[config.mk]
export PLATFORM = sky130hd
export DESIGN_NAME = sobrgb_back
export DESIGN_NICKNAME = d
export VERILOG_FILES = /design/src/rtl/sobel_rgb_gradient_magnitude_top_assert.svh /design/src/rtl/sobrgb_pkg.sv /design/src/rtl/sobrgb_back.sv
export SDC_FILE = /design/constraint.sdc
export NUM_CORES = 1
export LEC_CHECK = 0
export ABC_AREA = 0
export ABC_CLOCK_PERIOD_IN_PS = 13100
export BUFFER_PORTS_ARGS = -buffer_cell sky130_fd_sc_hd__buf_2
export CAP_MARGIN = 20
export CORE_UTILIZATION = 55
export CTS_CLUSTER_DIAMETER = 120
export DETAILED_ROUTE_END_ITERATION = 7
export GPL_TIMING_DRIVEN = 0
export PLACE_DENSITY = 0.78
export SLEW_MARGIN = 0
export SYNTH_ARGS = -nofsm -noshare
export SYNTH_HDL_FRONTEND = slang
export SYNTH_SLANG_ARGS = --single-unit
[constraint.sdc]
create_clock -name clock -period 13.1 [get_ports clock]
set_input_delay 2.62 -clock clock [delete_from_list [all_inputs] [get_ports clock]]
set_output_delay 2.62 -clock clock [all_outputs]
set_load 0.02 [all_outputs]
[src/rtl/sobel_rgb_gradient_magnitude_top_assert.svh]
// ----------------------------------------------------------------------------
// sobel rgb gradient magnitude assertion macros
// concurrent checks on the top level, empty when synthesized
// ----------------------------------------------------------------------------
`ifndef SOBEL_RGB_GRADIENT_MAGNITUDE_TOP_ASSERT_SVH
`define SOBEL_RGB_GRADIENT_MAGNITUDE_TOP_ASSERT_SVH
`ifndef SYNTHESIS
// antecedent implies consequent in the same cycle
`define SOBRGB_ASSERT_IMPLIES(lbl, ante, cons) \
   lbl: assert property (@(posedge clock) disable iff (reset) (ante) |-> (cons)) \
      else $error("sobrgb assertion failed");
// condition never holds
`define SOBRGB_ASSERT_NEVER(lbl, cond) \
   lbl: assert property (@(posedge clock) disable iff (reset) !(cond)) \
      else $error("sobrgb assertion failed");
`else
`define SOBRGB_ASSERT_IMPLIES(lbl, ante, cons)
`define SOBRGB_ASSERT_NEVER(lbl, cond)
`endif
`endif

[src/rtl/sobrgb_pkg.sv]
// ----------------------------------------------------------------------------
// sobrgb_pkg
// shared types and constants of the rgb sobel gradient magnitude block
// ----------------------------------------------------------------------------
`default_nettype none
package sobrgb_pkg;

   // default frame limits
   localparam int MAX_WIDTH_DEF  = 1024;
   localparam int MAX_HEIGHT_DEF = 1024;

   // csr port
   localparam int CFG_WIDTH       = 11;
   localparam int CSR_INDEX_WIDTH = 1;
   localparam logic [CSR_INDEX_WIDTH-1:0] CSR_IMAGE_WIDTH  = 1'b0;
   localparam logic [CSR_INDEX_WIDTH-1:0] CSR_IMAGE_HEIGHT = 1'b1;
   localparam logic [CFG_WIDTH-1:0] IMAGE_SIZE_RESET = 11'd1024;

   // request opcodes
   localparam logic OP_PIXEL = 1'b0;
   localparam logic OP_DRAIN = 1'b1;

   localparam int CH_WIDTH  = 8;
   localparam int PIX_WIDTH = 3 * CH_WIDTH;

   // window queue depth
   localparam int QUEUE_DEPTH = 2;

   // magnitude arithmetic
   localparam int          ROOT_BITS   = 19;
   localparam int          RAD_WIDTH   = 2 * ROOT_BITS;
   localparam int          REM_WIDTH   = 24;
   localparam int          SS_WIDTH    = 21;
   localparam int          SUM_WIDTH   = 18;
   localparam logic [18:0] MAG_CLAMP   = 19'd65280;
   localparam logic [9:0]  RECIP_THIRD = 10'd683;

   typedef struct packed {
      logic                opcode;
      logic [CH_WIDTH-1:0] channel_zero;
      logic [CH_WIDTH-1:0] channel_one;
      logic [CH_WIDTH-1:0] channel_two;
   } req_type;

   typedef struct packed {
      logic [7:0] gradient_gray;
      logic       frame_end;
   } rsp_type;

   // mirrored 3x3 window, [row][column]
   typedef struct packed {
      logic [2:0][2:0][PIX_WIDTH-1:0] pix;
      logic                           last;
   } win_item_type;

   typedef struct packed {
      logic full;
      logic empty;
   } queue_status_type;

endpackage
`default_nettype wire

[src/rtl/sobrgb_back.sv]
// ----------------------------------------------------------------------------
// sobrgb_back
// per channel sobel gradients, iterative square root, mean of channels
// ----------------------------------------------------------------------------
`default_nettype none
module sobrgb_back (
   input  wire logic                         clock,
   input  wire logic                         reset,
   input  wire sobrgb_pkg::queue_status_type q_stat,
   input  wire sobrgb_pkg::win_item_type     head_item,
   output logic                              pop,
   output logic                              rsp_valid,
   input  wire logic                         rsp_ready,
   output sobrgb_pkg::rsp_type               rsp_data
);
   import sobrgb_pkg::*;

   typedef enum logic [6:0] {
      B_IDLE = 7'b0000001,
      B_GRAD = 7'b0000010,
      B_SQ   = 7'b0000100,
      B_ROOT = 7'b0001000,
      B_ACC  = 7'b0010000,
      B_DIV  = 7'b0100000,
      B_OUT  = 7'b1000000
   } back_state_type;

   back_state_type                 state_ff, state_in;
   logic [2:0][2:0][PIX_WIDTH-1:0] win_ff, win_in;
   logic                           last_ff, last_in;
   logic [1:0]                     ch_ff, ch_in;
   logic [9:0]                     ax_ff, ax_in, ay_ff, ay_in;
   logic [RAD_WIDTH-1:0]           rad_ff, rad_in;
   logic [REM_WIDTH-1:0]           rem_ff, rem_in;
   logic [ROOT_BITS-1:0]           root_ff, root_in;
   logic [4:0]                     step_ff, step_in;
   logic [SUM_WIDTH-1:0]           sum_ff, sum_in;
   logic [19:0]                    prod_ff, prod_in;
   logic                           rsp_valid_ff, rsp_valid_in;
   rsp_type                        rsp_ff, rsp_in;

   logic [2:0][2:0][CH_WIDTH-1:0]  p;
   logic signed [11:0]             gx, gy;
   logic [SS_WIDTH-1:0]            ss;
   logic [REM_WIDTH-1:0]           cur, trial;
   logic [ROOT_BITS-1:0]           mag;

   // one channel of the window
   always_comb begin
      for (int a = 0; a < 3; a++) begin
         for (int b = 0; b < 3; b++) begin
            p[a][b] = win_ff[a][b][ch_ff*CH_WIDTH +: CH_WIDTH];
         end
      end
      gx = (12'(p[0][2]) + (12'(p[1][2]) << 1) + 12'(p[2][2]))
         - (12'(p[0][0]) + (12'(p[1][0]) << 1) + 12'(p[2][0]));
      gy = (12'(p[2][0]) + (12'(p[2][1]) << 1) + 12'(p[2][2]))
         - (12'(p[0][0]) + (12'(p[0][1]) << 1) + 12'(p[0][2]));
   end

   // sum of squares, one root digit, clamp
   assign ss    = SS_WIDTH'(ax_ff * ax_ff) + SS_WIDTH'(ay_ff * ay_ff);
   assign cur   = {rem_ff[REM_WIDTH-3:0], rad_ff[RAD_WIDTH-1 -: 2]};
   assign trial = {3'b000, root_ff, 2'b01};
   assign mag   = (root_ff > MAG_CLAMP) ? MAG_CLAMP : root_ff;

   assign pop       = (state_ff == B_IDLE) && !q_stat.empty;
   assign rsp_valid = rsp_valid_ff;
   assign rsp_data  = rsp_ff;

   always_comb begin
      state_in     = state_ff;
      win_in       = win_ff;
      last_in      = last_ff;
      ch_in        = ch_ff;
      ax_in        = ax_ff;
      ay_in        = ay_ff;
      rad_in       = rad_ff;
      rem_in       = rem_ff;
      root_in      = root_ff;
      step_in      = step_ff;
      sum_in       = sum_ff;
      prod_in      = prod_ff;
      rsp_in       = rsp_ff;
      rsp_valid_in = rsp_valid_ff && !rsp_ready;
      case (state_ff)
         B_IDLE: begin
            if (pop) begin
               win_in   = head_item.pix;
               last_in  = head_item.last;
               ch_in    = '0;
               sum_in   = '0;
               state_in = B_GRAD;
            end
         end
         B_GRAD: begin
            ax_in    = gx[11] ? 10'(-gx) : 10'(gx);
            ay_in    = gy[11] ? 10'(-gy) : 10'(gy);
            state_in = B_SQ;
         end
         B_SQ: begin
            rad_in   = {1'b0, ss, 16'h0000};
            rem_in   = '0;
            root_in  = '0;
            step_in  = '0;
            state_in = B_ROOT;
         end
         B_ROOT: begin
            // restoring square root, one result bit per cycle
            if (cur >= trial) begin
               rem_in  = cur - trial;
               root_in = {root_ff[ROOT_BITS-2:0], 1'b1};
            end else begin
               rem_in  = cur;
               root_in = {root_ff[ROOT_BITS-2:0], 1'b0};
            end
            rad_in  = rad_ff << 2;
            step_in = step_ff + 5'd1;
            if (step_ff == 5'(ROOT_BITS - 1)) state_in = B_ACC;
         end
         B_ACC: begin
            sum_in = sum_ff + SUM_WIDTH'(mag);
            if (ch_ff == 2'd2) begin
               state_in = B_DIV;
            end else begin
               ch_in    = ch_ff + 2'd1;
               state_in = B_GRAD;
            end
         end
         B_DIV: begin
            // divide by 768: drop 8 bits, then times 683 over 2048
            prod_in  = sum_ff[SUM_WIDTH-1:8] * RECIP_THIRD;
            state_in = B_OUT;
         end
         B_OUT: begin
            if (!rsp_valid_ff || rsp_ready) begin
               rsp_valid_in         = 1'b1;
               rsp_in.gradient_gray = prod_ff[18:11];
               rsp_in.frame_end     = last_ff;
               state_in             = B_IDLE;
            end
         end
         default: state_in = B_IDLE;
      endcase
   end

   always_ff @(posedge clock) begin
      if (reset) begin
         state_ff     <= B_IDLE;
         rsp_valid_ff <= 1'b0;
      end else begin
         state_ff     <= state_in;
         rsp_valid_ff <= rsp_valid_in;
      end
      win_ff  <= win_in;
      last_ff <= last_in;
      ch_ff   <= ch_in;
      ax_ff   <= ax_in;
      ay_ff   <= ay_in;
      rad_ff  <= rad_in;
      rem_ff  <= rem_in;
      root_ff <= root_in;
      step_ff <= step_in;
      sum_ff  <= sum_in;
      prod_ff <= prod_in;
      rsp_ff  <= rsp_in;
   end

endmodule
`default_nettype wire
* After elaboration in Yosys (flattened, before gate mapping)
Cells that the tools add are included.
** Storage, ports and cells
- Register bits :: 353
- Input port bits :: 222
- Output and inout port bits :: 11
- Word-level logic and storage cells :: 99
** Cells by class
- $add $sub $neg :: 17
- Multipliers :: 3
- Order comparisons :: 2
- Eq/ne operators :: 13
- Shift-type cells :: 8
- Multiplexer cells :: 21
- Reductions and logical operators :: 13
** Operator list (number)
- variable part select 24 x 6 -> 8 bit :: 8
- one-hot mux 38 bit (2 select lines) :: 1
- one-hot mux 7 bit (7 select lines) :: 1
- adder 10 x 8 -> 11 bit :: 4
- one-hot mux 22 bit (2 select lines) :: 1
- adder 8 x 9 -> 10 bit :: 4
- multiplier 10 x 10 -> 20 bit :: 2
- one-hot mux 19 bit (2 select lines) :: 1
- 2-to-1 mux 18 bit :: 2
- one-hot mux 18 bit (2 select lines) :: 1
- >= comparator 24 x 21 -> 1 bit :: 1
- subtractor 11 x 11 -> 12 bit :: 2
- 2-to-1 mux 22 bit :: 1
- subtractor 22 x 21 -> 22 bit :: 1
- adder 20 x 20 -> 21 bit :: 1
- 2-to-1 mux 7 bit :: 3
- 2-to-1 mux 10 bit :: 2
- negation 10 bit :: 2
- > comparator 19 x 16 -> 1 bit (second input constant) :: 1
- multiplier 10 x 10 -> 19 bit (second input constant) :: 1
- adder 18 bit :: 1
- one-hot mux 5 bit (2 select lines) :: 1
- inequality test 2 bit (second input constant) :: 4
- == test 7 x 1 -> 1 bit (second input constant) :: 1
- other kinds (20) :: 30

* Logic depth before layout (Yosys ltp)
- Word-level depth :: 6
- Depth in mapped cells :: 23
- Mapped depth without buffers :: 22

* Least setup slack after synthesis
Ideal clock, no wire load.
- Kind :: input to output
- Start :: input q_stat[0] (netlist name)
- End :: output pop
- Data arrival time :: 10.800 ns
- Setup slack :: -0.320 ns
- Cell stages on the path :: 1
- Buffers on the path :: 0
- Cell sequence :: nor2_1
** Between the ends
- Cells in the longest elaborated chain, start to end :: 2
** RTL lines
- start, declared :: line sobrgb_back.sv:9 : input wire sobrgb_pkg::queue_status_type q_stat,
- zero test 1 bit :: line sobrgb_back.sv:67 : assign pop = (state_ff == B_IDLE) && !q_stat.empty;
- logical AND 1 bit :: line sobrgb_back.sv:67
- end, declared :: line sobrgb_back.sv:11 : output logic pop,
Every way passes these cells.

* Final worst setup path
- Start :: register ax_ff[2]
- End :: register rad_ff[35] (data pin)
** Between the ends
- Cells in the longest elaborated chain, start to end :: 3
** RTL lines
- start, declared :: line sobrgb_back.sv:32 : logic [9:0] ax_ff, ax_in, ay_ff, ay_in;
- start signal, assigned :: line sobrgb_back.sv:158 : ax_ff <= ax_in;
- multiplier 10 x 10 -> 20 bit :: line sobrgb_back.sv:62 : assign ss = SS_WIDTH'(ax_ff * ax_ff) + SS_WIDTH'(ay_ff * ay_ff);
- adder 20 x 20 -> 21 bit :: line sobrgb_back.sv:62
- one-hot mux 38 bit (2 select lines) :: line sobrgb_back.sv:86 : case (state_ff)
- net rad_in[35] :: line sobrgb_back.sv:33 : logic [RAD_WIDTH-1:0] rad_ff, rad_in;
- end signal, assigned :: line sobrgb_back.sv:160 : rad_ff <= rad_in;
- end, declared :: line sobrgb_back.sv:33
The timed path passes the listed nets, and every way through them passes these cells. The select of a mux whose other input is x is not followed.
A chain may end at the register's enable or synchronous reset.

==> flow_metrics.tcl <==
set metrics [dict create \
    status "finished, final reports clean" \
    min_path_type "register to register" \
    synth_edf_count 318 \
    ys.flop_type "edfxtp_1" \
    dp_cells 2880 \
    drive_gt1_frac 0.125 \
    required_ns 13.40 \
    regArea_sq_um 9710 \
    rsz0062_at_grt "no" \
    synth.top_cell.area_share 0.401 \
    grt_pass1_wl_mm 84.5 \
    grt_util_all_layers 0.245 \
    grt_pass1_vias 16896 \
    finClkSkew_ns 0.0205 \
    routed_wire_length_per_instance_um 17.8 \
    first_pass_iters 5 \
    htreeDepth 2 \
    cts_made_buffers 37 \
    cts_tree "yes" \
    worstSetupPathType "register to register" \
    crit_fanout 10 \
    maxCapViolCount 0 \
    cp_cell_sequence "clkbuf_1 -> nand2_1 -> fa_1 -> inv_1 -> fa_1 -> inv_1 -> fa_1 -> inv_1 -> fa_1 -> fa_1 -> fa_1 -> inv_1 -> fa_1 -> inv_1 -> ha_1 -> o21ai_0 -> nand2b_1 -> o31ai_2 -> o21ai_1 -> a21oi_1 -> a2111oi_0 -> o21ai_0 -> a31o_1" \
    syn_area_sq_um 23800 \
    die_w_um 210 \
    ant_nets 0 \
    vias 15927 \
    min_period_ns 7.51 \
    crit_slowest_cell "a2111oi_0" \
    seq_area_frac_synth 0.408 \
    postLayoutCoreUtil 0.636 \
    grt_overflow_total 0 \
    cts-root-buf "clkbuf_16" \
    yosysUniqueCellTypes 67 \
    cp.arrival_ns 7.81 \
    dp_hpwl_mm 42.0 \
    rows 75 \
    path_clk_slew_ns 0.06 \
    remaining_drc_errors 0 \
    setup_viol 0 \
    cts_resized 0 \
    fill_cells 3234 \
    cp_common_cell "fa_1" \
    synthTopCellsByArea "edfxtp_1, fa_1, ha_1" \
    fmax_ghz 0.133 \
    grt_max_degree 70 \
    ys_ff_latch 326 \
    gp_congestion 0.899 \
    slew_headroom 0.322 \
    synth_cells 2088 \
    synth_nets 2736 \
    worst_skew_pair.late_latency_ns 0.56 \
    fin_crit_sh 0.573 \
    cts.path.max_buffers 3 \
    die-area_sq_um 44100 \
    fp.dieH_um 210 \
    ys_warn_count 0 \
    hold_buffers 0 \
    final_cells 2945 \
    layout_commonest_cell "inv_1" \
    fin_nets 2990 \
    fp.coreArea_sq_um 42300 \
    synth_area_per_cell_sq_um 11.4 \
    final_cell_mix "inv_1, edfxtp_1, fa_1, ha_1, buf_2" \
    viasPerCell 5.41 \
    io_buffers 207 \
    critPathCaptureType "register" \
    worst_pin_slew_ns 1.01 \
    cts_setup_buffers 0 \
    finalHoldViolCount 0 \
    area_growth_pct 13.1 \
    drt_iter0_drc 912 \
    critical-path-max-stage-delay_ns 0.63 \
    grt_antenna_before_repair 1 \
    holdWs_ns 0.419 \
    finalSetupTns_ns 0 \
    initial_core_util 0.563 \
    clock_sinks 326 \
    yosysTopAreaCell "edfxtp_1" \
    drt-total-wl_mm 52.3 \
    io_pins 233 \
    maxSlewViolCount 0 \
    ys_async_sr_fraction 0 \
    multi_input_area_sq_um 12700 \
    cp-start-kind "register" \
]
[layer usage]
metal | GRT usage | share of wire
met3 | 0.0375 | 0.050
met4 | 0.109 | 0.041
met2 | 0.435 | 0.51
met5 | 0 | 0
met1 | 0.295 | 0.40
[synth_stat cells, types with 25 or more instances]
| library cell | count |
|---|---|
| inv_1 | 328 |
| edfxtp_1 | 318 |
| fa_1 | 213 |
| ha_1 | 213 |
| nor2_1 | 172 |
| a21oi_1 | 121 |
| nand2_1 | 118 |
| mux2i_1 | 86 |
| and2_1 | 62 |
| o21ai_0 | 59 |
| xnor2_1 | 47 |
| clkbuf_1 | 46 |
| xor2_1 | 40 |
| nor3_1 | 25 |
[logic make-up after synthesis]
| kind of cell | after synthesis | synth area share |
|---|---|---|
| xor gates and xnor gates | 87 | 0.0320 |
| buffers and inverters | 380 | 0.0602 |
| AOI/OAI and AO/OA | 289 | 0.0739 |
| muxes | 89 | 0.0376 |
| adders and majority gates | 426 | 0.291 |
| and+or+nand+nor | 490 | 0.0973 |
| other | 1 | 0.000158 |
| DFF | 326 | 0.408 |
[per-stage QoR]
step                      setup slack (ns)  cell area (sq um)
after floorplan                       2.82              23800
after global placement               0.355              25600
after detailed placement              5.59              25700
after CTS                             5.56              26900
after global routing                  5.20              26900
final                                 5.59              26900
[state kept, by name, summed over array words and instances (netlist names)]
register / cells
step_ff: 5
win_ff: 192
state_ff: 7
rsp_valid: 1
ay_ff: 10
ch_ff: 2
rad_ff: 22
last_ff: 1
ax_ff: 10
sum_ff: 18
rem_ff: 22
root_ff: 19
rsp_data: 9
prod_ff: 8
[layout make-up]
cell class              instances  share of cell area
multi-input cells            1382               0.471
flip-flops and latches        326               0.361
inverters                     328              0.0457
repair buffers                215              0.0436
clock buffers                  45              0.0374
well taps                     577              0.0268
plain buffers                  52             0.00753
clock inverters                19             0.00715
diodes                          1           0.0000929
[critical path, delay by kind of cell (launching register included)]
family	cells	cell delay [ns]
fa+ha+maj	8	3.96
compound gates	7	1.74
flops	1	0.51
buf+inv	6	0.75
simple gates	2	0.28
[worst paths after layout]
| path | slack, ns | from | to | cells after the start |
|---|---|---|---|---|
| hold / removal | 0.42 | prod_ff[17] | rsp_data[7] | 0 |
| setup / recovery | 5.59 | ax_ff[2] | rad_ff[35] | 23 |
| setup reg to reg | 5.59 | ax_ff[2] | rad_ff[35] | 23 |
| hold reg to reg | 0.42 | prod_ff[17] | rsp_data[7] | 0 |
Power is left out: the tool's default activity adds up to more than one toggle a clock period on the data nets, which glitch-free logic cannot reach.
