## src/rtl/sobel_rgb_gradient_magnitude_top_assert.svh

```systemverilog
// ----------------------------------------------------------------------------
// sobel rgb gradient magnitude assertion macros
// concurrent checks on the top level, empty when synthesized
// ----------------------------------------------------------------------------
`ifndef SOBEL_RGB_GRADIENT_MAGNITUDE_TOP_ASSERT_SVH
`define SOBEL_RGB_GRADIENT_MAGNITUDE_TOP_ASSERT_SVH
`ifndef SYNTHESIS
// antecedent implies consequent in the same cycle
`define SOBRGB_ASSERT_IMPLIES(lbl, ante, cons) \
   lbl: assert property (@(posedge clock) disable iff (reset) (ante) |-> (cons)) \
      else $error("sobrgb assertion failed");
// condition never holds
`define SOBRGB_ASSERT_NEVER(lbl, cond) \
   lbl: assert property (@(posedge clock) disable iff (reset) !(cond)) \
      else $error("sobrgb assertion failed");
`else
`define SOBRGB_ASSERT_IMPLIES(lbl, ante, cons)
`define SOBRGB_ASSERT_NEVER(lbl, cond)
`endif
`endif

```

## src/rtl/sobrgb_pkg.sv

```systemverilog
// ----------------------------------------------------------------------------
// sobrgb_pkg
// shared types and constants of the rgb sobel gradient magnitude block
// ----------------------------------------------------------------------------
`default_nettype none
package sobrgb_pkg;

   // default frame limits
   localparam int MAX_WIDTH_DEF  = 1024;
   localparam int MAX_HEIGHT_DEF = 1024;

   // csr port
   localparam int CFG_WIDTH       = 11;
   localparam int CSR_INDEX_WIDTH = 1;
   localparam logic [CSR_INDEX_WIDTH-1:0] CSR_IMAGE_WIDTH  = 1'b0;
   localparam logic [CSR_INDEX_WIDTH-1:0] CSR_IMAGE_HEIGHT = 1'b1;
   localparam logic [CFG_WIDTH-1:0] IMAGE_SIZE_RESET = 11'd1024;

   // request opcodes
   localparam logic OP_PIXEL = 1'b0;
   localparam logic OP_DRAIN = 1'b1;

   localparam int CH_WIDTH  = 8;
   localparam int PIX_WIDTH = 3 * CH_WIDTH;

   // window queue depth
   localparam int QUEUE_DEPTH = 2;

   // magnitude arithmetic
   localparam int          ROOT_BITS   = 19;
   localparam int          RAD_WIDTH   = 2 * ROOT_BITS;
   localparam int          REM_WIDTH   = 24;
   localparam int          SS_WIDTH    = 21;
   localparam int          SUM_WIDTH   = 18;
   localparam logic [18:0] MAG_CLAMP   = 19'd65280;
   localparam logic [9:0]  RECIP_THIRD = 10'd683;

   typedef struct packed {
      logic                opcode;
      logic [CH_WIDTH-1:0] channel_zero;
      logic [CH_WIDTH-1:0] channel_one;
      logic [CH_WIDTH-1:0] channel_two;
   } req_type;

   typedef struct packed {
      logic [7:0] gradient_gray;
      logic       frame_end;
   } rsp_type;

   // mirrored 3x3 window, [row][column]
   typedef struct packed {
      logic [2:0][2:0][PIX_WIDTH-1:0] pix;
      logic                           last;
   } win_item_type;

   typedef struct packed {
      logic full;
      logic empty;
   } queue_status_type;

endpackage
`default_nettype wire

```

## src/rtl/sobrgb_queue.sv

```systemverilog
// ----------------------------------------------------------------------------
// sobrgb_queue
// short register queue of mirrored windows between front and back
// ----------------------------------------------------------------------------
`default_nettype none
module sobrgb_queue (
   input  wire logic                         clock,
   input  wire logic                         reset,
   input  wire logic                         push,
   input  wire sobrgb_pkg::win_item_type     push_item,
   input  wire logic                         pop,
   output sobrgb_pkg::win_item_type          head_item,
   output sobrgb_pkg::queue_status_type      q_stat
);
   import sobrgb_pkg::*;

   localparam int PW = (QUEUE_DEPTH > 1) ? $clog2(QUEUE_DEPTH) : 1;
   localparam int CW = $clog2(QUEUE_DEPTH + 1);

   win_item_type  entry_ff [QUEUE_DEPTH];
   logic [PW-1:0] wr_ptr_ff, wr_ptr_in, rd_ptr_ff, rd_ptr_in;
   logic [CW-1:0] count_ff, count_in;

   assign head_item    = entry_ff[rd_ptr_ff];
   assign q_stat.full  = (count_ff == CW'(QUEUE_DEPTH));
   assign q_stat.empty = (count_ff == '0);

   // pointer and fill count update
   always_comb begin
      wr_ptr_in = wr_ptr_ff;
      rd_ptr_in = rd_ptr_ff;
      count_in  = count_ff;
      if (push) begin
         wr_ptr_in = (wr_ptr_ff == PW'(QUEUE_DEPTH - 1)) ? '0 : wr_ptr_ff + PW'(1);
      end
      if (pop) begin
         rd_ptr_in = (rd_ptr_ff == PW'(QUEUE_DEPTH - 1)) ? '0 : rd_ptr_ff + PW'(1);
      end
      if (push && !pop) count_in = count_ff + CW'(1);
      if (pop && !push) count_in = count_ff - CW'(1);
   end

   always_ff @(posedge clock) begin
      if (reset) begin
         wr_ptr_ff <= '0;
         rd_ptr_ff <= '0;
         count_ff  <= '0;
      end else begin
         wr_ptr_ff <= wr_ptr_in;
         rd_ptr_ff <= rd_ptr_in;
         count_ff  <= count_in;
      end
      if (push) begin
         entry_ff[wr_ptr_ff] <= push_item;
      end
   end

endmodule
`default_nettype wire

```

## config.mk

```make
export PLATFORM = sky130hd
export DESIGN_NAME = sobrgb_queue
export DESIGN_NICKNAME = d
export VERILOG_FILES = /design/src/rtl/sobel_rgb_gradient_magnitude_top_assert.svh /design/src/rtl/sobrgb_pkg.sv /design/src/rtl/sobrgb_queue.sv
export SDC_FILE = /design/constraint.sdc
export NUM_CORES = 1
export LEC_CHECK = 0
export BUFFER_PORTS_ARGS = -buffer_cell sky130_fd_sc_hd__buf_2
export CAP_MARGIN = 10
export CORE_MARGIN = 8
export CORE_UTILIZATION = 41
export CTS_CLUSTER_SIZE = 20
export DETAILED_ROUTE_END_ITERATION = 16
export GPL_TIMING_DRIVEN = 0
export PLACE_DENSITY = 0.67
export SYNTH_ARGS = -nofsm -noshare
export SYNTH_HDL_FRONTEND = slang
export SYNTH_SLANG_ARGS = --single-unit
```

## constraint.sdc

```tcl
create_clock -name clock -period 19.56 [get_ports clock]
set_input_delay 1.956 -clock clock [delete_from_list [all_inputs] [get_ports clock]]
set_output_delay 1.956 -clock clock [all_outputs]
set_load 0.005 [all_outputs]
```

[Word-level counts from Yosys, hierarchy flattened]
Memory sizes are Yosys's and may differ from the RTL's. A register that Yosys moved wholly into a read port is not among the register bits.
Index checks and enable logic that the tools add are counted.
Word-level totals
  memories kept: 1
  bits in registers: 4
  output and inout bits: 219
  logic and storage cells: 23
  input port bits: 221
  memory bits (writable): 434
Memories
  entry_ff: depth 2, bits a word 217, rd ports 1, clocked after Yosys merged registers in 1, write ports 1, line sobrgb_queue.sv:20  | win_item_type entry_ff [QUEUE_DEPTH];
Cells by class
  eq/ne operators: 1
  add/sub/neg operators: 4
  reduce and logical (&&, ||, !) cells: 6
  mux-type cells: 8
Operators by type and width (number)
  $mux W1: 6
  $mux W2: 2
  $add A1 B1 Y1 const B: 2
  $add A2 B1 Y2 const B: 1
  $eq A2 B2 Y1 const B: 1
  $logic_and A1 B1 Y1: 2
  $logic_not A1 Y1: 2
  $logic_not A2 Y1: 1
  $reduce_bool A2 Y1: 1
  $sub A2 B1 Y2 const B: 1

[Logic depth before layout (Yosys ltp)]
Gate-level depths: netlist (run 1).
  depth after elaboration: 4
  depth in mapped cells: 5
  gate-level depth less buffers: 5

[Worst setup path before layout (run 1)]
Ideal clock, no wire load.
  path kind: input port to flip-flop
  start: input port push
  end: memory entry_ff[0][0] (netlist name) (enable)
  stages on the path: 2
  required time: 18.756 ns
  data arrival time: 11.097 ns
  path buffers: 0
  library setup time: 0.804 ns
  slack: 7.658 ns
  path through: inv_1 > nor2_1
Between the ends
  cells in the longest elaborated chain, start to end: 2
Ends and longest elaborated chain
  start: declaration: line sobrgb_queue.sv:9  | input wire logic push,
  $mux W1: line sobrgb_queue.sv:53  | if (push) begin
  $mux W1 (implied by the code): line sobrgb_queue.sv:54  | entry_ff[wr_ptr_ff] <= push_item;
  end: declaration: line sobrgb_queue.sv:20
No other way between the ends.

==> results of run 1 <==
routing by layer:
| metal | up-vias | share of wire [%] | GRT usage [%] |
|---|---|---|---|
| met1 | 4057 | 38 | 16.68 |
| met4 | 16 | 2.3 | 5.410 |
| met2 | 327 | 50 | 25.59 |
| li1 | 3786 | - | - |
| met3 | 73 | 9.2 | 6.070 |
| met5 | - | 0.30 | 0 |
stage by stage:
| stage | hold slack (ns) | worst slack, ns | std cells | util (%) | total power [mW] |
|---|---|---|---|---|---|
| floorplan | 0.4616 | 7.658 | 697 | - | 1.275 |
| global placement | 0.4858 | 2.010 | 1661 | 48.54 | 1.394 |
| detailed placement | 0.4990 | 15.35 | 1672 | 49.18 | 1.383 |
| CTS | 0.5088 | 15.48 | 1750 | 52.79 | 2.216 |
| global route | 0.5286 | 15.47 | 1751 | 52.79 | 2.264 |
| finish | 0.5050 | 15.60 | 1752 | 52.80 | 2.182 |
critical path, delay by kind of cell, from the launching register on:
| family | cells | cell delay [ns] |
|---|---|---|
| flops | 1 | 0.32 |
| buf+inv | 4 | 0.77 |
| mux | 1 | 0.32 |
synth_stat cells, types with 3 or more instances:
library cell / count / share of area [%]
buf_6: 16 / 1.1
buf_2: 8 / 0.24
xnor2_1: 3 / 0.16
mux2_4: 130 / 12
edfxtp_1: 434 / 80
mux2_2: 87 / 6.0
dfxtp_1: 5 / 0.61
nor2_1: 6 / 0.14
registers in the layout, indices dropped and copies added (netlist names), named ones only:
| name | count |
|---|---|
| wr_ptr_ff | 1 |
| rd_ptr_ff | 1 |
| count_ff | 2 |
| entry_ff | 434 |
where the power goes:
group | internal [mW] | switching [mW] | leakage [nW]
clock | 0.489 | 0.337 | 0.701
sequential | 1.10 | 0.0127 | 4.11
combinational | 0.130 | 0.115 | 3.32
total | 1.72 | 0.465 | 8.13
layout make-up:
| type | count | area (um^2) |
|---|---|---|
| fill | 3235 | 18710 |
| sequential | 439 | 13130 |
| multi-input combinational | 233 | 3042 |
| timing repair buffer | 450 | 2440 |
| clock buffer | 53 | 1241 |
| tap | 525 | 656.9 |
| buffer | 24 | 220.2 |
| clock inverter | 25 | 188.9 |
| antenna | 2 | 5.005 |
| inverter | 1 | 3.754 |
how the worst min path moves through the flow:
stage	start	end	cells past startpoint	slack [ns]
6_report	count_ff[1]$_SDFFE_PP0P_	count_ff[1]$_SDFFE_PP0P_	2	0.50
5_1_grt	count_ff[1]$_SDFFE_PP0P_	count_ff[1]$_SDFFE_PP0P_	2	0.53
4_1_cts	count_ff[1]$_SDFFE_PP0P_	count_ff[1]$_SDFFE_PP0P_	2	0.51
3_5_place_dp	count_ff[1]$_SDFFE_PP0P_	count_ff[1]$_SDFFE_PP0P_	2	0.50
3_3_place_gp	count_ff[1]$_SDFFE_PP0P_	count_ff[1]$_SDFFE_PP0P_	2	0.49
2_1_floorplan	count_ff[1]$_SDFFE_PP0P_	count_ff[1]$_SDFFE_PP0P_	2	0.46
cell families after synthesis:
| family | synth area share, % |
|---|---|
| buffers and inverters | 1.367 |
| flip-flops | 80.13 |
| multiplexers | 17.89 |
| AND/OR/NAND/NOR | 0.2596 |
| AO/OA/AOI/OAI | 0.06102 |
| XOR/XNOR | 0.2138 |
| adder cells (fa/ha/maj) | 0.07634 |
==> metrics, run 1 <==
mean post-synth cell area 23.51 um^2; antenna violations before repair 11; most frequent cells in the layout 447 x buf_2, 434 x edfxtp_1, 130 x mux2_4; Slowest-stage cell, CP dfxtp_1; Max FO, Critical Path 10; cell mode on critical path buf_6; setup bufs post-CTS 0; Yosys Warn Count 0; Initial Utilization 41.34%; RSZ-0062 raised after global routing false; routability cong. 0.7128; DRC viols 0; clock buffer depth 3; PortBufs 439; fin area 0.02093 mm^2; # nets final 1417; GRT overflow 0; core footprint 0.03964 mm^2; WP data required 17.60 ns; Synth Register Bits 439; worst r2r src wr_ptr_ff$_SDFFE_PP0P_; global-route wire length before repair 53.39 mm; Die X 215.9 um; Worst VDD drop 0.07496 mV; Worst Setup EP head_item[93]; root buffer cell clkbuf_16; crit end category primary output; Leak 8.134 nW; Pwr Density 104.3 mW/mm^2; Synth Flop Type edfxtp_1; CTS Hold Bufs 0; Layout Skew 0.01612 ns; worst slew pin tran 0.8947 ns; share of cells above drive strength 1 61.47%; Tcrit/Tclk final 20.22%; Initial DRT Pass Iterations 4; Largest stage delay, worst path 0.32 ns; Worst R2R Setup Slack 17.19 ns; Detailed Route Iter0 Violations 406; FMAX 252.8 MHz; Antenna Nets Post-Route 0; Syn Std Cell Area 0.01639 mm^2; vias per cell 4.714; Mapped Nets 919; Layout area overhead 27.71%; Fin. Hold Viols 0; vias 8259; R2R Path End entry_ff[0][66]$_DFFE_PP_; Sink Count 439; max cap viols 0; largest net degree at the start of global routing 63; HPWL after DPL 26.23 mm; sum of negative setup slack 0 ns; critical path launch point type flip-flop; Post-synth EDFFs 434; Post-synth ARST share 0%; fin crit period 3.955 ns; PostCTS Resize Cnt 0; Avg WL per Cell 20.83 um; Hold Crit Class flip-flop to flip-flop; # IOs 440; status complete, no violations; Die Area 0.04663 mm^2; Distinct cells, synth 16; placed inst area 0.01949 mm^2; Final setup viols 0; Slew Limit Fails 0; later-pin clock latency in the skew report 0.56 ns; Num CTS Buffers 46; post-synthesis cell count 697; slew margin rel. 40.21%; CTS tree done; clock-pin slew on the worst setup and hold paths 0.06 ns; num rows 73; GRT Total Usage 14.96%; H-tree depth 2; WL final 36.50 mm; vias in the first global route 8928; worst path cell trace buf_6 > buf_6 > buf_6 > mux2_4 > buf_2; commonest non-fill, non-tap cell in the layout buf_2; Crit Path Class flip-flop to primary output; sequential share of the synthesized area 80.13%; die height 215.9 um; number of cells on the worst reg-to-reg path 5; Arr. time, crit path 2.00 ns
No activity file was read; power rests on OpenSTA's default activity.
==> inputs of run 2 (changes only) <==
--- a/config.mk
+++ b/config.mk
@@ -5,6 +5,7 @@
 export SDC_FILE = /design/constraint.sdc
 export NUM_CORES = 1
 export LEC_CHECK = 0
+export ABC_AREA = 1
 export BUFFER_PORTS_ARGS = -buffer_cell sky130_fd_sc_hd__buf_2
 export CAP_MARGIN = 10
 export CORE_MARGIN = 8
@@ -12,7 +13,7 @@
 export CTS_CLUSTER_SIZE = 20
 export DETAILED_ROUTE_END_ITERATION = 16
 export GPL_TIMING_DRIVEN = 0
-export PLACE_DENSITY = 0.67
+export PLACE_DENSITY = 0.69
 export SYNTH_ARGS = -nofsm -noshare
 export SYNTH_HDL_FRONTEND = slang
 export SYNTH_SLANG_ARGS = --single-unit
==> constraint.sdc (replaced) <==
create_clock -name clock -period 3.45 [get_ports clock]
set_input_delay 0.345 -clock clock [delete_from_list [all_inputs] [get_ports clock]]
set_output_delay 0.345 -clock clock [all_outputs]
set_load 0.005 [all_outputs]
==> metrics, run 2 <==
PostCTS Resize Cnt 0; slew margin rel. 44.57%; critical path launch point type flip-flop; Synth Register Bits 439; placement-stage worst setup slack 0.9646 ns; routability cong. 0.7462; die height 216.1 um; Area contributors post-synth edfxtp_1 79%, mux2_4 12%, mux2_2 6.0%, buf_6 1.1%, dfxtp_1 0.61%; worst r2r src wr_ptr_ff$_SDFFE_PP0P_; global-route wire length before repair 60.69 mm; met2 usage 29.10%; multi-input logic area 0.003045 mm^2; WP data required 3.11 ns; WL final 41.02 mm; Leak 9.112 nW; Antenna Nets Post-Route 0; Layout Skew 0.01332 ns; CTS tree done; num rows 73; mux cell area share after synthesis 17.87%; Distinct cells, synth 15; Reg area 0.01313 mm^2; Num CTS Buffers 45; post-synthesis xor/xnor area fraction 0.05337%; Initial DRT Pass Iterations 7; Die Area 0.04668 mm^2; Worst VDD drop 0.4436 mV; # IOs 440; Syn Std Cell Area 0.01641 mm^2; global route hottest layer met2; Final setup viols 0; root buffer cell clkbuf_16; Avg WL per Cell 20.59 um; vias per cell 4.692; share of cells above drive strength 1 52.30%; Crit Path Class flip-flop to primary output; vias in the first global route 10420; hold_sp pop; top flop regs entry_ff x434, count_ff x2; Synth top area share 79.42%; Hold Crit Class input pin to flip-flop; Synth area leader edfxtp_1; core footprint 0.03964 mm^2; fin crit period 2.363 ns; Slew Limit Fails 0; commonest non-fill, non-tap cell in the layout buf_2; GRT overflow 0; sum of negative setup slack 0 ns; # nets final 1648; PortBufs 439; Die X 216.1 um; GRT Total Usage 16.65%; FMAX 423.2 MHz; H-tree depth 2; Layout area overhead 41.69%; M1 GR Usage 18.95%; max reg flops 434; Initial Utilization 41.40%; GR Util met3 5.084%; simple logic cell fraction of the synthesized area 0.4117%; Tcrit/Tclk final 68.49%; Pwr Density 542.9 mW/mm^2; crit end category primary output; most frequent cells in the layout 447 x buf_2, 434 x edfxtp_1, 218 x dlygate4sd3_1; clock-pin slew on the worst setup and hold paths 0.06 ns; status complete, no violations; RSZ-0062 raised after global routing false; Post-synth EDFFs 434; largest net degree at the start of global routing 37; Detailed Route Iter0 Violations 483; antenna violations before repair 9; DRC viols 0; vias 9346; Synth Flop Type edfxtp_1; Fill cells 2907; Arr. time, crit path 2.02 ns; most flop-heavy register entry_ff; Post-Synth Adder-Cell Area 0.07625%; largest family of logic cells by synthesized area multiplexers; clock buffer depth 3; Total Power 12.62 mW; setup bufs post-CTS 0; Synth Area in Compound Gates 0.06100%; Fin. Hold Viols 0; Max FO, Critical Path 10; later-pin clock latency in the skew report 0.55 ns; post-synthesis cell count 708; most instantiated cells after synthesis 434 x edfxtp_1, 130 x mux2_4, 87 x mux2_2; most common cell in the netlist edfxtp_1; fin area 0.02325 mm^2; mean post-synth cell area 23.18 um^2; Final Core Density 58.65%; Yosys Warn Count 0; Sink Count 439; max cap viols 0; Mapped Nets 930; Post-synth ARST share 0%; sequential share of the synthesized area 80.03%; HPWL after DPL 26.59 mm; placed inst area 0.01958 mm^2; worst slew pin tran 0.8297 ns; Setup WS post-layout 1.087 ns
run 2: cell count changes after synthesis, sizes merged, moves of 2 or more:
cell and change:
nor2 +4, xnor2 -2, inv +6, nand2 +5
run 2: layer usage:
layer / up-vias / wire (um)
li1: 4265 / -
met1: 4627 / 15760
met2: 378 / 20940
met3: 72 / 3063
met4: 4 / 1232
met5: - / 22
run 2: path summary, 6_finish.rpt:
| kind | to | slack, ns | depth (start not counted) |
|---|---|---|---|
| setup / recovery | head_item[152] | 1.09 | 5 |
| hold / removal | flip-flop | 0.08 | 3 |
| setup reg to reg | entry_ff[1][70]$_DFFE_PP_ | 1.20 | 5 |
| hold reg to reg | flip-flop | 0.52 | 2 |
run 2: stage by stage:
stage	hold slack, ns	instances
2_1_floorplan	0.4168	708
3_3_place_gp	0.4932	1672
3_5_place_dp	0.4960	1686
4_1_cts	0.04686	1984
5_1_grt	0.08393	1992
6_report	0.08363	1992
run 2: timing repair:
action,4_1_cts,5_1_grt
hold buffers,218,0
endpoints found under the setup margin,0,0
hold endpoints to repair,437,0
run 2: cells by family after synthesis:
kind of cell | Yosys count
DFF | 439
muxes | 217
buffers and inverters | 31
and+or+nand+nor | 17
AOI/OAI and AO/OA | 2
xor gates and xnor gates | 1
adders and majority gates | 1
run 2: report_power, final:
part / switching (mW) / leakage, nW / total, mW / internal [mW]
sequential: 0.0693 / 4.12 / 6.25 / 6.18
combinational: 0.693 / 4.28 / 1.56 / 0.866
clock: 1.96 / 0.717 / 4.81 / 2.85
total: 2.72 / 9.11 / 12.6 / 9.90
run 2: cell type report:
class / instances / area share (%)
Antenna cell: 8 / 0.08610
Buffer: 24 / 0.9472
Clock buffer: 53 / 5.156
Clock inverter: 27 / 1.141
Inverter: 7 / 0.1830
Multi-Input combinational cell: 238 / 13.10
Sequential cell: 439 / 56.49
Tap cell: 525 / 2.825
Timing Repair Buffer: 671 / 20.07
run 2: critical path: stages, from the launching register on:
cell and delay, ns:
dfxtp_1 0.32, buf_6 0.17, buf_6 0.24, buf_6 0.22, mux2_4 0.36, buf_2 0.14
==> inputs of run 3 (changes only) <==
--- a/config.mk
+++ b/config.mk
@@ -5,7 +5,7 @@
 export SDC_FILE = /design/constraint.sdc
 export NUM_CORES = 1
 export LEC_CHECK = 0
-export ABC_AREA = 1
+export ABC_AREA = 0
 export BUFFER_PORTS_ARGS = -buffer_cell sky130_fd_sc_hd__buf_2
 export CAP_MARGIN = 10
 export CORE_MARGIN = 8
@@ -13,7 +13,7 @@
 export CTS_CLUSTER_SIZE = 20
 export DETAILED_ROUTE_END_ITERATION = 16
 export GPL_TIMING_DRIVEN = 0
-export PLACE_DENSITY = 0.69
+export PLACE_DENSITY = 0.67
 export SYNTH_ARGS = -nofsm -noshare
 export SYNTH_HDL_FRONTEND = slang
 export SYNTH_SLANG_ARGS = --single-unit
==> constraint.sdc (replaced) <==
create_clock -name clock -period 2.3 [get_ports clock]
set_input_delay 0.23 -clock clock [delete_from_list [all_inputs] [get_ports clock]]
set_output_delay 0.23 -clock clock [all_outputs]
set_load 0.005 [all_outputs]
==> metrics, run 3 (same netlist as run 1, synthesis figures left out) <==
later-pin clock latency in the skew report 0.55 ns; PortBufs 439; largest net degree at the start of global routing 64; number of cells on the worst reg-to-reg path 4; Slowest-stage cell, CP mux2_4; Slew Limit Fails 0; vias 9163; vias per cell 4.649; crit end category primary output; worst slew pin tran 0.5497 ns; Arr. time, crit path 1.96 ns; vias in the first global route 10230; commonest non-fill, non-tap cell in the layout buf_2; cell mode on critical path buf_6; max cap viols 0; Tcrit/Tclk final 95.06%; routability cong. 0.7132; WL final 39.77 mm; Final Core Density 58.21%; HPWL after DPL 26.68 mm; Worst VDD drop 0.7269 mV; Initial DRT Pass Iterations 4; status complete, no violations; die height 215.9 um; GRT Total Usage 16.56%; worst path cell trace buf_6 > buf_6 > buf_6 > mux2_4 > buf_2; Final setup viols 0; DRC viols 0; hold path cells 3; root buffer cell clkbuf_16; Fin. Hold Viols 0; Num CTS Buffers 45; Fill cells 2989; antenna violations before repair 4; critical path launch point type flip-flop; Total Power 18.63 mW; GRT overflow 0; RSZ-0062 raised after global routing false; CTS tree done; core footprint 0.03964 mm^2; multi-input logic area 0.003042 mm^2; Die Area 0.04663 mm^2; most flop-heavy register entry_ff; WP data required 2.07 ns; Avg WL per Cell 20.18 um; Layout area overhead 40.80%; # IOs 440; Max FO, Critical Path 10; setup bufs post-CTS 0; clock-pin slew on the worst setup and hold paths 0.06 ns; max reg flops 434; global-route wire length before repair 60.09 mm; H-tree depth 2; Layout Skew 0.006588 ns; clock buffer depth 3; # nets final 1637; Leak 9.009 nW; sum of negative setup slack 0 ns; FMAX 457.4 MHz; Antenna Nets Post-Route 0; Hold Crit Class input pin to flip-flop; Largest stage delay, worst path 0.33 ns; Initial Utilization 41.34%; Pwr Density 807.6 mW/mm^2; Die X 215.9 um; Detailed Route Iter0 Violations 524; Sink Count 439; most frequent cells in the layout 447 x buf_2, 434 x edfxtp_1, 220 x dlygate4sd3_1; share of cells above drive strength 1 51.91%; num rows 73; fin crit period 2.186 ns; top flop regs entry_ff x434, count_ff x2; slew margin rel. 63.27%; Reg area 0.01313 mm^2; Crit Path Class flip-flop to primary output
-- run 3: worst paths after layout --
| kind | start | endpoint | slack (ns) |
|---|---|---|---|
| setup / recovery | flip-flop | head_item[158] | 0.11 |
| hold / removal | push | entry_ff[0][56]$_DFFE_PP_ | 0.32 |
| setup reg to reg | wr_ptr_ff$_SDFFE_PP0P_ | entry_ff[1][186]$_DFFE_PP_ | 0.21 |
| hold reg to reg | count_ff[1]$_SDFFE_PP0P_ | count_ff[1]$_SDFFE_PP0P_ | 0.52 |
-- run 3: what timing repair did --
action	CTS	global route
gates resized for setup	1	0
endpoints found under the hold margin	439	0
setup endpoints to repair	7	0
hold buffers	220	0
-- run 3: area by class of cell --
| class | count | area share [%] |
|---|---|---|
| diodes | 3 | 0.03253 |
| plain buffers | 24 | 0.9706 |
| clock buffers | 57 | 5.075 |
| clock inverters | 18 | 0.7212 |
| inverters | 1 | 0.01627 |
| multi-input cells | 233 | 13.18 |
| flip-flops and latches | 439 | 56.92 |
| well taps | 525 | 2.847 |
| repair buffers | 671 | 20.24 |
-- run 3: metal layers --
metal,GRT usage [%],part of all wire (%)
met5,0,0.033
met4,6.402,2.9
met3,5.566,8.1
met2,28.84,51
met1,18.60,38
-- run 3: critical path, delay by kind of cell (launching register included) --
kind | cells | cell delay (ns)
DFF | 1 | 0.32
buffers and inverters | 4 | 0.75
muxes | 1 | 0.33
-- run 3: stage by stage --
stage	instance area [um^2]	hold WS [ns]	cells	setup slack (ns)
final	23070	0.3150	1971	0.1137
after global routing	23070	0.3178	1970	0.01152
after CTS	23070	0.2897	1968	0.004558
after detailed placement	19520	0.4211	1673	0.1526
after global placement	19250	0.4168	1661	-3.777
after floorplan	16400	0.2950	697	-1.635
-- run 3: power breakdown --
part / internal (mW) / switching, mW / total (mW)
clock: 3.91 / 2.82 / 6.74
sequential: 9.34 / 0.114 / 9.46
combinational: 1.36 / 1.08 / 2.44
total: 14.6 / 4.02 / 18.6
